## src/hdl/pfrd_pkg.sv

```systemverilog
// pfrd_pkg: shared types and codes for the page framebuffer rectangle drawer.
// No dependencies; imported by the mask unit and the top level.
`default_nettype none

package pfrd_pkg;

  // Signed width that holds any rectangle coordinate, including x+w-1 and y-1.
  localparam int COORD_W = 18;

  localparam logic [1:0] KIND_DRAW  = 2'd0;
  localparam logic [1:0] KIND_CLEAR = 2'd1;
  localparam logic [1:0] KIND_READ  = 2'd2;
  localparam logic [1:0] KIND_NONE  = 2'd3;

  // Rectangle edges: left/right columns, top/bottom rows (inclusive).
  typedef struct packed {
    logic signed [COORD_W-1:0] xl;
    logic signed [COORD_W-1:0] xr;
    logic signed [COORD_W-1:0] yt;
    logic signed [COORD_W-1:0] yb;
    logic                      filled;
  } rect_t;

endpackage

`default_nettype wire

```

## src/hdl/pfrd_mask_unit.sv

```systemverilog
// pfrd_mask_unit: pixel mask of one column byte for the current rectangle.
// Depends on pfrd_pkg (rect_t, COORD_W).
`default_nettype none

module pfrd_mask_unit #(
  parameter int CW = 7,
  parameter int PW = 3
) (
  input  logic [CW-1:0]     col,
  input  logic [PW-1:0]     page,
  input  pfrd_pkg::rect_t   rect,
  output logic [7:0]        mask
);

  import pfrd_pkg::*;

  logic signed [COORD_W-1:0] cpos;
  logic                      col_span;
  logic                      col_edge;

  assign cpos     = $signed({{(COORD_W-CW){1'b0}}, col});
  assign col_span = (cpos >= rect.xl) && (cpos <= rect.xr);
  assign col_edge = (cpos == rect.xl) || (cpos == rect.xr);

  // one lane per row of the byte
  always_comb begin
    logic signed [COORD_W-1:0] rpos;
    logic                      row_span;
    logic                      row_edge;
    mask = 8'h00;
    for (int k = 0; k < 8; k++) begin
      rpos     = $signed({{(COORD_W-PW-3){1'b0}}, page, 3'(k)});
      row_span = (rpos >= rect.yt) && (rpos <= rect.yb);
      row_edge = (rpos == rect.yt) || (rpos == rect.yb);
      if (rect.filled) begin
        mask[k] = col_span && row_span;
      end else begin
        mask[k] = (col_span && row_edge) || (row_span && col_edge);
      end
    end
  end

endmodule

`default_nettype wire

```

## config.mk

```make
export PLATFORM = sky130hd
export DESIGN_NAME = pfrd_mask_unit
export DESIGN_NICKNAME = d
export VERILOG_FILES = /design/src/hdl/pfrd_pkg.sv /design/src/hdl/pfrd_mask_unit.sv
export SDC_FILE = /design/constraint.sdc
export NUM_CORES = 1
export LEC_CHECK = 0
export ABC_AREA = 0
export BUFFER_PORTS_ARGS = -buffer_cell sky130_fd_sc_hd__buf_2
export CAP_MARGIN = 20
export CORE_UTILIZATION = 43
export DETAILED_ROUTE_END_ITERATION = 10
export PLACE_DENSITY = 0.85
export SLEW_MARGIN = 30
export SYNTH_ARGS = -nofsm -noshare
export SYNTH_HDL_FRONTEND = slang
export SYNTH_SLANG_ARGS = --single-unit
```

## constraint.sdc

```tcl
create_clock -name vclk -period 3.3
set_input_delay 0.66 -clock vclk [all_inputs]
set_output_delay 0.66 -clock vclk [all_outputs]
set_load 0.01 [all_outputs]
```

# Word level (Yosys, flattened, before mapping)
# Cells that the tools add are included.
word_totals:
  out_inout_bits: 8
  word_cells: 94
  in_bits: 83
  reg_bits: 0
classes:
  eq_ne: 18
  order_cmp: 18
  muxes: 8
  n_reduce_logical: 50
op_table:
  columns: ["operator", "count"]
  rows:
  - ["$eq A7 B18 Y1", 16]
  - ["$ge A7 B18 Y1", 8]
  - ["$le A7 B18 Y1", 8]
  - ["$eq A8 B18 Y1", 2]
  - ["$logic_and A1 B1 Y1", 33]
  - ["$ge A8 B18 Y1", 1]
  - ["$le A8 B18 Y1", 1]
  - ["$logic_or A1 B1 Y1", 17]
  - ["$mux W1", 8]

# Longest topological paths before layout
# Gate-level depths: netlist of run 1.
logic_depth:
  depth_word: 5
  mapped_depth: 8
  depth_no_buf: 8

# Least setup slack after synthesis of run 1
# OpenSTA, ideal clock, no wires.
synth_path:
  path_kind: "input port to output port"
  start: "input rect[10] (netlist name)"
  end: "output mask[2]"
  slack_ps: 342
  path_buffers: 0
  arrival_time_ps: 2298
  cell_stages: 6
  t_required_ps: 2640
  path_cell_list: "or4_4 > nor4_4 > nand2b_2 > nor3b_2 > a31oi_1 > o32ai_1"
synth_via:
  elab_chain_cells: 5
  word_cells_on_any_way: 9
  classes_between: "order compare (1); eq/ne (1); mux (1); reduce/logical (6)"
synth_rtl:
  columns: ["item", "line_no", "text"]
  rows:
  - ["start, declared", "pfrd_mask_unit.sv:11", "input pfrd_pkg::rect_t rect,"]
  - ["$le A7 B18 Y1 or $eq A7 B18 Y1 (tied branches)", "pfrd_mask_unit.sv:33, pfrd_mask_unit.sv:34", null]
  - ["$logic_and A1 B1 Y1 or $logic_or A1 B1 Y1 (tied branches)", "pfrd_mask_unit.sv:33, pfrd_mask_unit.sv:34", null]
  - ["$logic_and A1 B1 Y1", "pfrd_mask_unit.sv:38", "mask[k] = (col_span && row_edge) || (row_span && col_edge);"]
  - ["$logic_or A1 B1 Y1", "pfrd_mask_unit.sv:38", null]
  - ["$mux W1 (*)", "pfrd_mask_unit.sv:35", "if (rect.filled) begin"]
  - ["end, declared", "pfrd_mask_unit.sv:12", "output logic [7:0] mask"]
# Mark *: on every way between the ends. The rest lies on a longest branch, timed or not.

# Worst setup path in the final report of run 1
layout_path:
  start: "input rect[67] (netlist name)"
  end: "output mask[1]"
layout_via:
  elab_chain_cells: 5
  word_cells_on_any_way: 9
  classes_between: "order compare (1); eq/ne (1); mux (1); reduce/logical (6)"
layout_rtl:
  columns: ["item", "line_no"]
  rows:
  - ["$ge A8 B18 Y1 or $eq A8 B18 Y1 (tied branches)", "pfrd_mask_unit.sv:22, pfrd_mask_unit.sv:23"]
  - ["$logic_and A1 B1 Y1 or $logic_or A1 B1 Y1 (tied branches)", "pfrd_mask_unit.sv:22, pfrd_mask_unit.sv:23"]
  - ["$logic_and A1 B1 Y1", "pfrd_mask_unit.sv:38"]
  - ["$logic_or A1 B1 Y1", "pfrd_mask_unit.sv:38"]
  - ["$mux W1 (*)", "pfrd_mask_unit.sv:35"]
# Marked as above.

==> results.sh, run 1 <==
export IMPL_hp_class="in -> out"
export IMPL_synth_fa_ha_area_share_pct=22.6
export IMPL_ir_drop_uv=66.2
export IMPL_via_per_inst=5.76
export IMPL_syn_area_um2=1220
export IMPL_setup_ws_ns=-0.0133
export IMPL_yosysTopAreaCell="ha_1"
export IMPL_dp_cells=291
export IMPL_seq_power_share_pct=0
export IMPL_vias=1676
export IMPL_leakagePower_nw=0.907
export IMPL_nFillCells=243
export IMPL_seq_cells=0
export IMPL_stdcell_area_um2=1770
export IMPL_synth_compound_area_share_pct=31.0
export IMPL_power_switching_mw=0.0885
export IMPL_intPower_mw=0.0846
export IMPL_postRouteAntennaNets=0
export IMPL_synthesis_instances=171
export IMPL_rsz0062_at_grt="true"
export IMPL_seq_area_um2=0
export IMPL_synth_nets=276
export IMPL_fin_cells=291
export IMPL_yosys_warnings=0
export IMPL_nClkBuffers=0
export IMPL_p_per_area_nw_per_um2=97.9
export IMPL_port_buffers=91
export IMPL_hold_violations=0
export IMPL_power_frac_clock_pct=0
export IMPL_final_max_slew_viol_count=0
export IMPL_core_area_um2=2570
export IMPL_start_kind="input pin"
export IMPL_max_slew_margin_pct=68.2
export IMPL_sw_frac_of_total_pct=51.1
export IMPL_die_w_um=55.2
export IMPL_synth_common_cells="inv_1, ha_1, a21oi_1"
export IMPL_yosysTopAreaCellShare_pct=22.6
export IMPL_synth_xor_area_share_pct=0
export IMPL_post_route_util_pct=68.9
export IMPL_ys_seq_area_share_pct=0
export IMPL_worst_ep_required_time_ns=2.64
export IMPL_startpoint="rect[67]"
export IMPL_cp_num_buf_inv=2
export IMPL_globalplace_congestion=0.873
export IMPL_dpl_cell_area_um2=1690
export IMPL_initial_core_util_pct=47.5
export IMPL_die_area_um2=3050
export IMPL_yosys_cell_count_top_type="inv_1"
export IMPL_rows=18
export IMPL_area_delta_synth_final_pct=45.1
export IMPL_holdWs_ns=1.77
export IMPL_synthMuxAreaShare_pct=1.85
export IMPL_synth_simple_gate_area_share_pct=34.0
export IMPL_synth_top_family_by_area="simple AND/OR/NAND/NOR gates"
export IMPL_critPathMaxFanout=8
export IMPL_avgRoutedWirePerCell_um=13.0
export IMPL_crit_chain="buf_2 > or4_1 > nor4_4 > nand2_1 > o21ai_4 > nand2_4 > o32ai_1 > buf_2"
export IMPL_fmax_ghz=0.302
export IMPL_fin_crit_sh_pct=100
export IMPL_violations="setup timing"
export IMPL_status="complete, but fails checks"
export IMPL_crit_end="mask[1]"
export IMPL_crit_family="simple AND/OR/NAND/NOR gates"
export IMPL_grt_pass1_wl_um=5910
export IMPL_avgSynthCellArea_um2=7.13
export IMPL_place_hpwl_um=3150
export IMPL_io_pins=91
export IMPL_grt_max_degree=11
export IMPL_worstMarginPinSlew_ns=0.473
export IMPL_wl_um=3780
export IMPL_die_h_um=55.2
export IMPL_drive_gt1_share_pct=44.1
export IMPL_path_class="in -> out"
export IMPL_comb_power_share_pct=100.0
export IMPL_drt_initial_drc_count=36
export IMPL_grt_pass1_vias=1525
export IMPL_route_detailed_drc=0
export IMPL_cpMostUsedCell="buf_2"
export IMPL_grt_antenna_before_repair=0
export IMPL_cp_arrival_ns=2.65
export IMPL_cts_hold_buf=0
export IMPL_cp_depth=8
export IMPL_synth_top_cells_by_area="ha_1, a21oi_1, inv_1"
export IMPL_cp_slowest_cell="or4_1"
export IMPL_maxCapViolCount=0
export IMPL_first_pass_iters=4
export IMPL_slowest_delay_ns=0.58
export IMPL_diodes=0
export IMPL_nets=368
export IMPL_setup_violations=1
export IMPL_total_power_mw=0.173
export IMPL_grtUsageTotal_pct=22.1
export IMPL_crit_path_end_kind="output port"
export IMPL_yosys_cell_types_count=46
export IMPL_gr_total_overflow=0
export IMPL_finalCriticalPeriod_ns=3.31
==> power groups by stage <==
stage          clock (mW)  combinational (mW)  sequential, mW
2_1_floorplan           0              0.0891               0
3_3_place_gp            0               0.157               0
3_5_place_dp            0               0.161               0
4_1_cts                 0               0.163               0
5_1_grt                 0               0.192               0
6_report                0               0.173               0
==> worst min path at each step <==
stage	from	end	slack (ns)	cells after the start
after floorplan	rect[18]	mask[6]	1.51	3
after global routing	rect[18]	mask[6]	1.80	5
final	rect[36]	mask[7]	1.77	4
after detailed placement	rect[18]	mask[6]	1.76	5
after CTS	rect[36]	mask[7]	1.77	4
after global placement	rect[0]	mask[0]	1.76	3
==> layout by cell type, fill, tap and decap left out, types with 2 or more instances in the layout <==
master     n
a21o_1     3
a21oi_1   17
a31oi_1    3
and4_1     2
buf_2     91
buf_4      3
ha_1      22
inv_1     23
mux2_1     2
nand2_1    8
nand2b_1   3
nand3_1    7
nand4_1    2
nand4b_1   3
nor2_1    13
nor2b_1    5
nor3_1     4
nor3b_2    2
nor4_1     3
nor4_4     2
o211ai_1   4
o21ai_0    3
o21bai_1   2
o22ai_1    3
o32ai_1    4
o32ai_2    5
or4_1      2
or4_4      2
==> final cells by class <==
class                           instances  area [um2]  area share [%]
Tap cell                               30        37.5            2.12
Multi-Input combinational cell        144        1170            66.0
Inverter                               23        86.3            4.88
Timing Repair Buffer                   94         478            27.0
==> stage by stage <==
stage	TNS, ns	worst slack (ns)
2_1_floorplan	0	0.342
6_report	-0.0133	-0.0133
4_1_cts	0	0.00970
5_1_grt	-0.354	-0.0864
3_3_place_gp	-0.159	-0.0538
3_5_place_dp	-0.704	-0.122
==> what timing repair did <==
item,in CTS,in global routing
setup buffers,0,0
pin swaps,0,1
resized for setup,1,10
endpoints found under the setup margin,8,8
==> cell families after synthesis <==
kind of cell,Yosys count
adders and majority gates,22
buffers and inverters,27
muxes,2
AOI/OAI and AO/OA,55
and+or+nand+nor,65
==> per-layer routing <==
layer / routed length [um] / global-route usage (%) / vias up
met3: 268 / 0.937 / 8
met5: 0 / 0 / -
met2: 1880 / 44.2 / 91
li1: - / - / 840
met1: 1580 / 26.6 / 737
met4: 59 / 1.79 / 0
No activity file was read; power rests on OpenSTA's default activity.
==> run 2, diff against run 1 <==
GPL_TIMING_DRIVEN = 0   (was not set)
==> run 2 against run 1 <==
The run now ends clean. Die area unchanged. Combinational power up 8%. Worst hold slack gained 0.010 ns. Flip-flop and latch count is the same. Global-route usage decreased by 0.34 points. Fmax up 1.6%. Final cell count is the same. First-iteration DRC count is the same. Core utilization is 5.0 points higher. Via count up 1.0%. Design area rose by 7.2%. Largest cell class unchanged. Largest power group unchanged.
==> results.sh, run 2 (synthesized netlist as in run 1, its figures left out) <==
export IMPL_globalplace_congestion=0.861
export IMPL_avgRoutedWirePerCell_um=13.7
export IMPL_first_pass_iters=4
export IMPL_die_w_um=55.2
export IMPL_io_pins=91
export IMPL_wl_um=3980
export IMPL_worstMarginPinSlew_ns=0.544
export IMPL_hold_violations=0
export IMPL_grtUsageTotal_pct=21.8
export IMPL_path_class="in -> out"
export IMPL_setup_tns_ns=0
export IMPL_grt_met1_usage_pct=27.6
export IMPL_crit_path_end_kind="output port"
export IMPL_nets=368
export IMPL_leakagePower_nw=0.938
export IMPL_route_detailed_drc=0
export IMPL_nClkBuffers=0
export IMPL_grt_pass1_wl_um=5780
export IMPL_area_delta_synth_final_pct=55.5
export IMPL_postRouteAntennaNets=0
export IMPL_cp_slowest_cell="or4_4"
export IMPL_rows=18
export IMPL_drive_gt1_share_pct=47.1
export IMPL_nFillCells=223
export IMPL_cts_hold_buf=0
export IMPL_diodes=0
export IMPL_vias=1693
export IMPL_crit_chain="buf_2 > or4_4 > nor4_4 > buf_4 > nand2b_4 > nor3b_4 > a31oi_2 > o32ai_4 > buf_2"
export IMPL_die_area_um2=3050
export IMPL_die_h_um=55.2
export IMPL_grt_pass1_vias=1452
export IMPL_fin_crit_sh_pct=98.8
export IMPL_critPathMaxFanout=5
export IMPL_mostFrequentLayoutCells="buf_2, inv_1, ha_1"
export IMPL_via_per_inst=5.82
export IMPL_hp_class="in -> out"
export IMPL_cp_num_buf_inv=3
export IMPL_ir_drop_uv=72.9
export IMPL_p_per_area_nw_per_um2=98.8
export IMPL_place_hpwl_um=3020
export IMPL_finalCriticalPeriod_ns=3.26
export IMPL_grt_max_degree=11
export IMPL_fmax_ghz=0.307
export IMPL_gr_total_overflow=0
export IMPL_cp_arrival_ns=2.60
export IMPL_max_slew_margin_pct=63.6
export IMPL_final_max_slew_viol_count=0
export IMPL_core_area_um2=2570
export IMPL_rsz0062_at_grt="true"
export IMPL_layout_commonest_cell="buf_2"
export IMPL_preCtsSetupSlack_ns=-0.135
export IMPL_met2_usage_pct=42.2
export IMPL_grt_busiest_layer="met2"
export IMPL_port_buffers=87
export IMPL_grt_util_met3_pct=1.41
export IMPL_initial_core_util_pct=47.5
export IMPL_crit_family="simple AND/OR/NAND/NOR gates"
export IMPL_seq_area_um2=0
export IMPL_slowest_delay_ns=0.55
export IMPL_worst_ep_required_time_ns=2.64
export IMPL_grt_antenna_before_repair=0
export IMPL_total_power_mw=0.187
export IMPL_setup_violations=0
export IMPL_drt_initial_drc_count=36
export IMPL_maxCapViolCount=0
export IMPL_cpMostUsedCell="buf_2"
export IMPL_setup_ws_ns=0.0380
export IMPL_status="complete, no violations"
export IMPL_start_kind="input pin"
export IMPL_seq_cells=0
export IMPL_holdWs_ns=1.78
[run 2: power breakdown]
group / internal [mW] / switching (mW) / total [mW]
registers: 0 / 0 / 0
clock network: 0 / 0 / 0
logic: 0.0924 / 0.0948 / 0.187
total: 0.0924 / 0.0948 / 0.187
[run 2: what timing repair did]
item / CTS / global route
setup endpoints to repair: 8 / 8
endpoints found under the hold margin: 0 / 0
cloned: 0 / 0
pin swaps: 0 / 17
setup buffers: 0 / 3
gates resized for setup: 1 / 24
[run 2: path summary, 6_finish.rpt]
kind,start,to,cells past startpoint
hold / removal,rect[36],mask[7],4
setup / recovery,rect[17],mask[2],9
[run 2: cell type report]
class / instances / area [um2] / area share [%]
Tap cell: 30 / 37.5 / 1.98
Inverter: 23 / 86.3 / 4.55
Buffer: 4 / 42.5 / 2.24
Timing Repair Buffer: 90 / 477 / 25.1
Multi-Input combinational cell: 144 / 1250 / 66.1
[run 2: metal layers]
layer,share of wire (%),vias to the layer above
met4,1.7,0
met5,0,-
met1,41,774
met2,51,74
met3,6.0,6
li1,-,839
[run 2: stage by stage]
step / cells / utilization [%] / instance area, um2
after detailed placement: 288 / 65.9 / 1690
after global placement: 288 / 65.9 / 1690
after CTS: 288 / 66.1 / 1700
final: 291 / 73.8 / 1900
after floorplan: 171 / - / 1220
after global routing: 291 / 73.8 / 1900
==> run 3, diff against run 2 <==
BUFFER_PORTS_ARGS = not set   (was -buffer_cell sky130_fd_sc_hd__buf_2)
CORE_UTILIZATION = 50   (was 43)
DONT_BUFFER_PORTS = 1   (was not set)
PLACE_DENSITY = not set   (was 0.85)
==> run 3 against run 2 <==
Core utilization shrank 18 points. Setup slack improved by 0.11 ns. Non-clock buffer count is 90 lower. Wire length is 25% lower. Clock-buffer cell count unchanged. Total power fell by 41%. Sequential share of layout area unchanged. Worst hold slack worse by 0.23 ns. Global-route usage increased by 0.63 points. Critical path depth shrank 3. Fmax rose by 3.5%. Critical path type unchanged. Largest cell class unchanged. Largest power group unchanged.
==> results.sh, run 3 (synthesized netlist as in run 1, its figures left out) <==
export IMPL_critPathMaxFanout=6
export IMPL_grt_antenna_before_repair=0
export IMPL_ir_drop_uv=56.7
export IMPL_post_route_util_pct=55.9
export IMPL_area_delta_synth_final_pct=3.39
export IMPL_seq_cells=0
export IMPL_via_per_inst=6.47
export IMPL_rows=17
export IMPL_crit_path_end_kind="output port"
export IMPL_status="complete, no violations"
export IMPL_avgRoutedWirePerCell_um=14.9
export IMPL_layout_commonest_cell="inv_1"
export IMPL_globalplace_congestion=0.789
export IMPL_rsz0062_at_grt="false"
export IMPL_dpl_cell_area_um2=1250
export IMPL_drive_gt1_share_pct=11.1
export IMPL_grt_max_degree=11
export IMPL_final_max_slew_viol_count=0
export IMPL_nClkBuffers=0
export IMPL_finalCriticalPeriod_ns=3.15
export IMPL_die_area_um2=2640
export IMPL_die_w_um=51.4
export IMPL_fmax_ghz=0.317
export IMPL_grt_pass1_vias=1220
export IMPL_port_buffers=0
export IMPL_preCtsSetupSlack_ns=0.0974
export IMPL_first_pass_iters=4
export IMPL_setup_tns_ns=0
export IMPL_dp_cells=199
export IMPL_path_class="in -> out"
export IMPL_hold_start="rect[18]"
export IMPL_stdcell_area_um2=1260
export IMPL_place_hpwl_um=2600
export IMPL_worstMarginPinSlew_ns=0.494
export IMPL_cp_arrival_ns=2.49
export IMPL_mostFrequentLayoutCells="inv_1, ha_1, a21oi_1"
export IMPL_maxCapViolCount=0
export IMPL_gr_total_overflow=0
export IMPL_cts_hold_buf=0
export IMPL_seq_area_um2=0
export IMPL_setup_violations=0
export IMPL_start_kind="input pin"
export IMPL_diodes=0
export IMPL_hp_class="in -> out"
export IMPL_p_per_area_nw_per_um2=87.1
export IMPL_fin_crit_sh_pct=95.5
export IMPL_core_area_um2=2250
export IMPL_cts_setup_buffers=0
export IMPL_initial_core_util_pct=54.1
export IMPL_grt_pass1_wl_um=4750
export IMPL_leakagePower_nw=0.528
export IMPL_setup_ws_ns=0.149
export IMPL_drt_initial_drc_count=20
export IMPL_io_pins=91
export IMPL_max_slew_margin_pct=67.0
export IMPL_wl_um=2970
export IMPL_die_h_um=51.4
export IMPL_fin_cells=199
export IMPL_worst_ep_required_time_ns=2.64
export IMPL_startpoint="rect[10]"
export IMPL_nets=278
export IMPL_grtUsageTotal_pct=22.4
export IMPL_postRouteAntennaNets=0
export IMPL_hold_violations=0
export IMPL_cts_resized=0
export IMPL_vias=1287
export IMPL_route_detailed_drc=0
run 3: cell types whose count changed in the layout (fill, tap and decap cells not counted), sizes merged:
cell  change
buf      -90
run 3: worst paths after layout:
path / depth (start not counted) / slack [ns] / endpoint
worst min-delay path: 3 / 1.55 / mask[6]
worst max-delay path: 6 / 0.15 / mask[2]
run 3: layout make-up:
class	instances	area, um2
inverters	23	86.3
well taps	28	35.0
plain buffers	4	42.5
multi-input cells	144	1100
fillers	231	995
run 3: routing by layer:
metal,track usage (%),up-vias,routed length [um],part of all wire [%]
met2,44.6,53,1540,52
li1,-,658,-,-
met3,4.76,2,211,7.1
met5,0,-,0,0
met1,24.4,574,1210,41
met4,2.25,0,8,0.27
run 3: worst max-delay path: stages:
cell and delay (ns):
or4_4 0.54, nor4_4 0.43, nand2b_2 0.17, nor3b_2 0.21, a31oi_1 0.07, o32ai_1 0.41
run 3: per-stage QoR:
| stage | hold WS, ns | power, mW |
|---|---|---|
| 2_1_floorplan | 1.51 | 0.0891 |
| 3_3_place_gp | 1.55 | 0.106 |
| 3_5_place_dp | 1.54 | 0.108 |
| 4_1_cts | 1.54 | 0.109 |
| 5_1_grt | 1.59 | 0.124 |
| 6_report | 1.55 | 0.110 |
run 3: power by group:
| group | total [mW] | switching (mW) | internal (mW) |
|---|---|---|---|
| clock network | 0 | 0 | 0 |
| registers | 0 | 0 | 0 |
| logic | 0.110 | 0.0599 | 0.0499 |
| total | 0.110 | 0.0599 | 0.0499 |
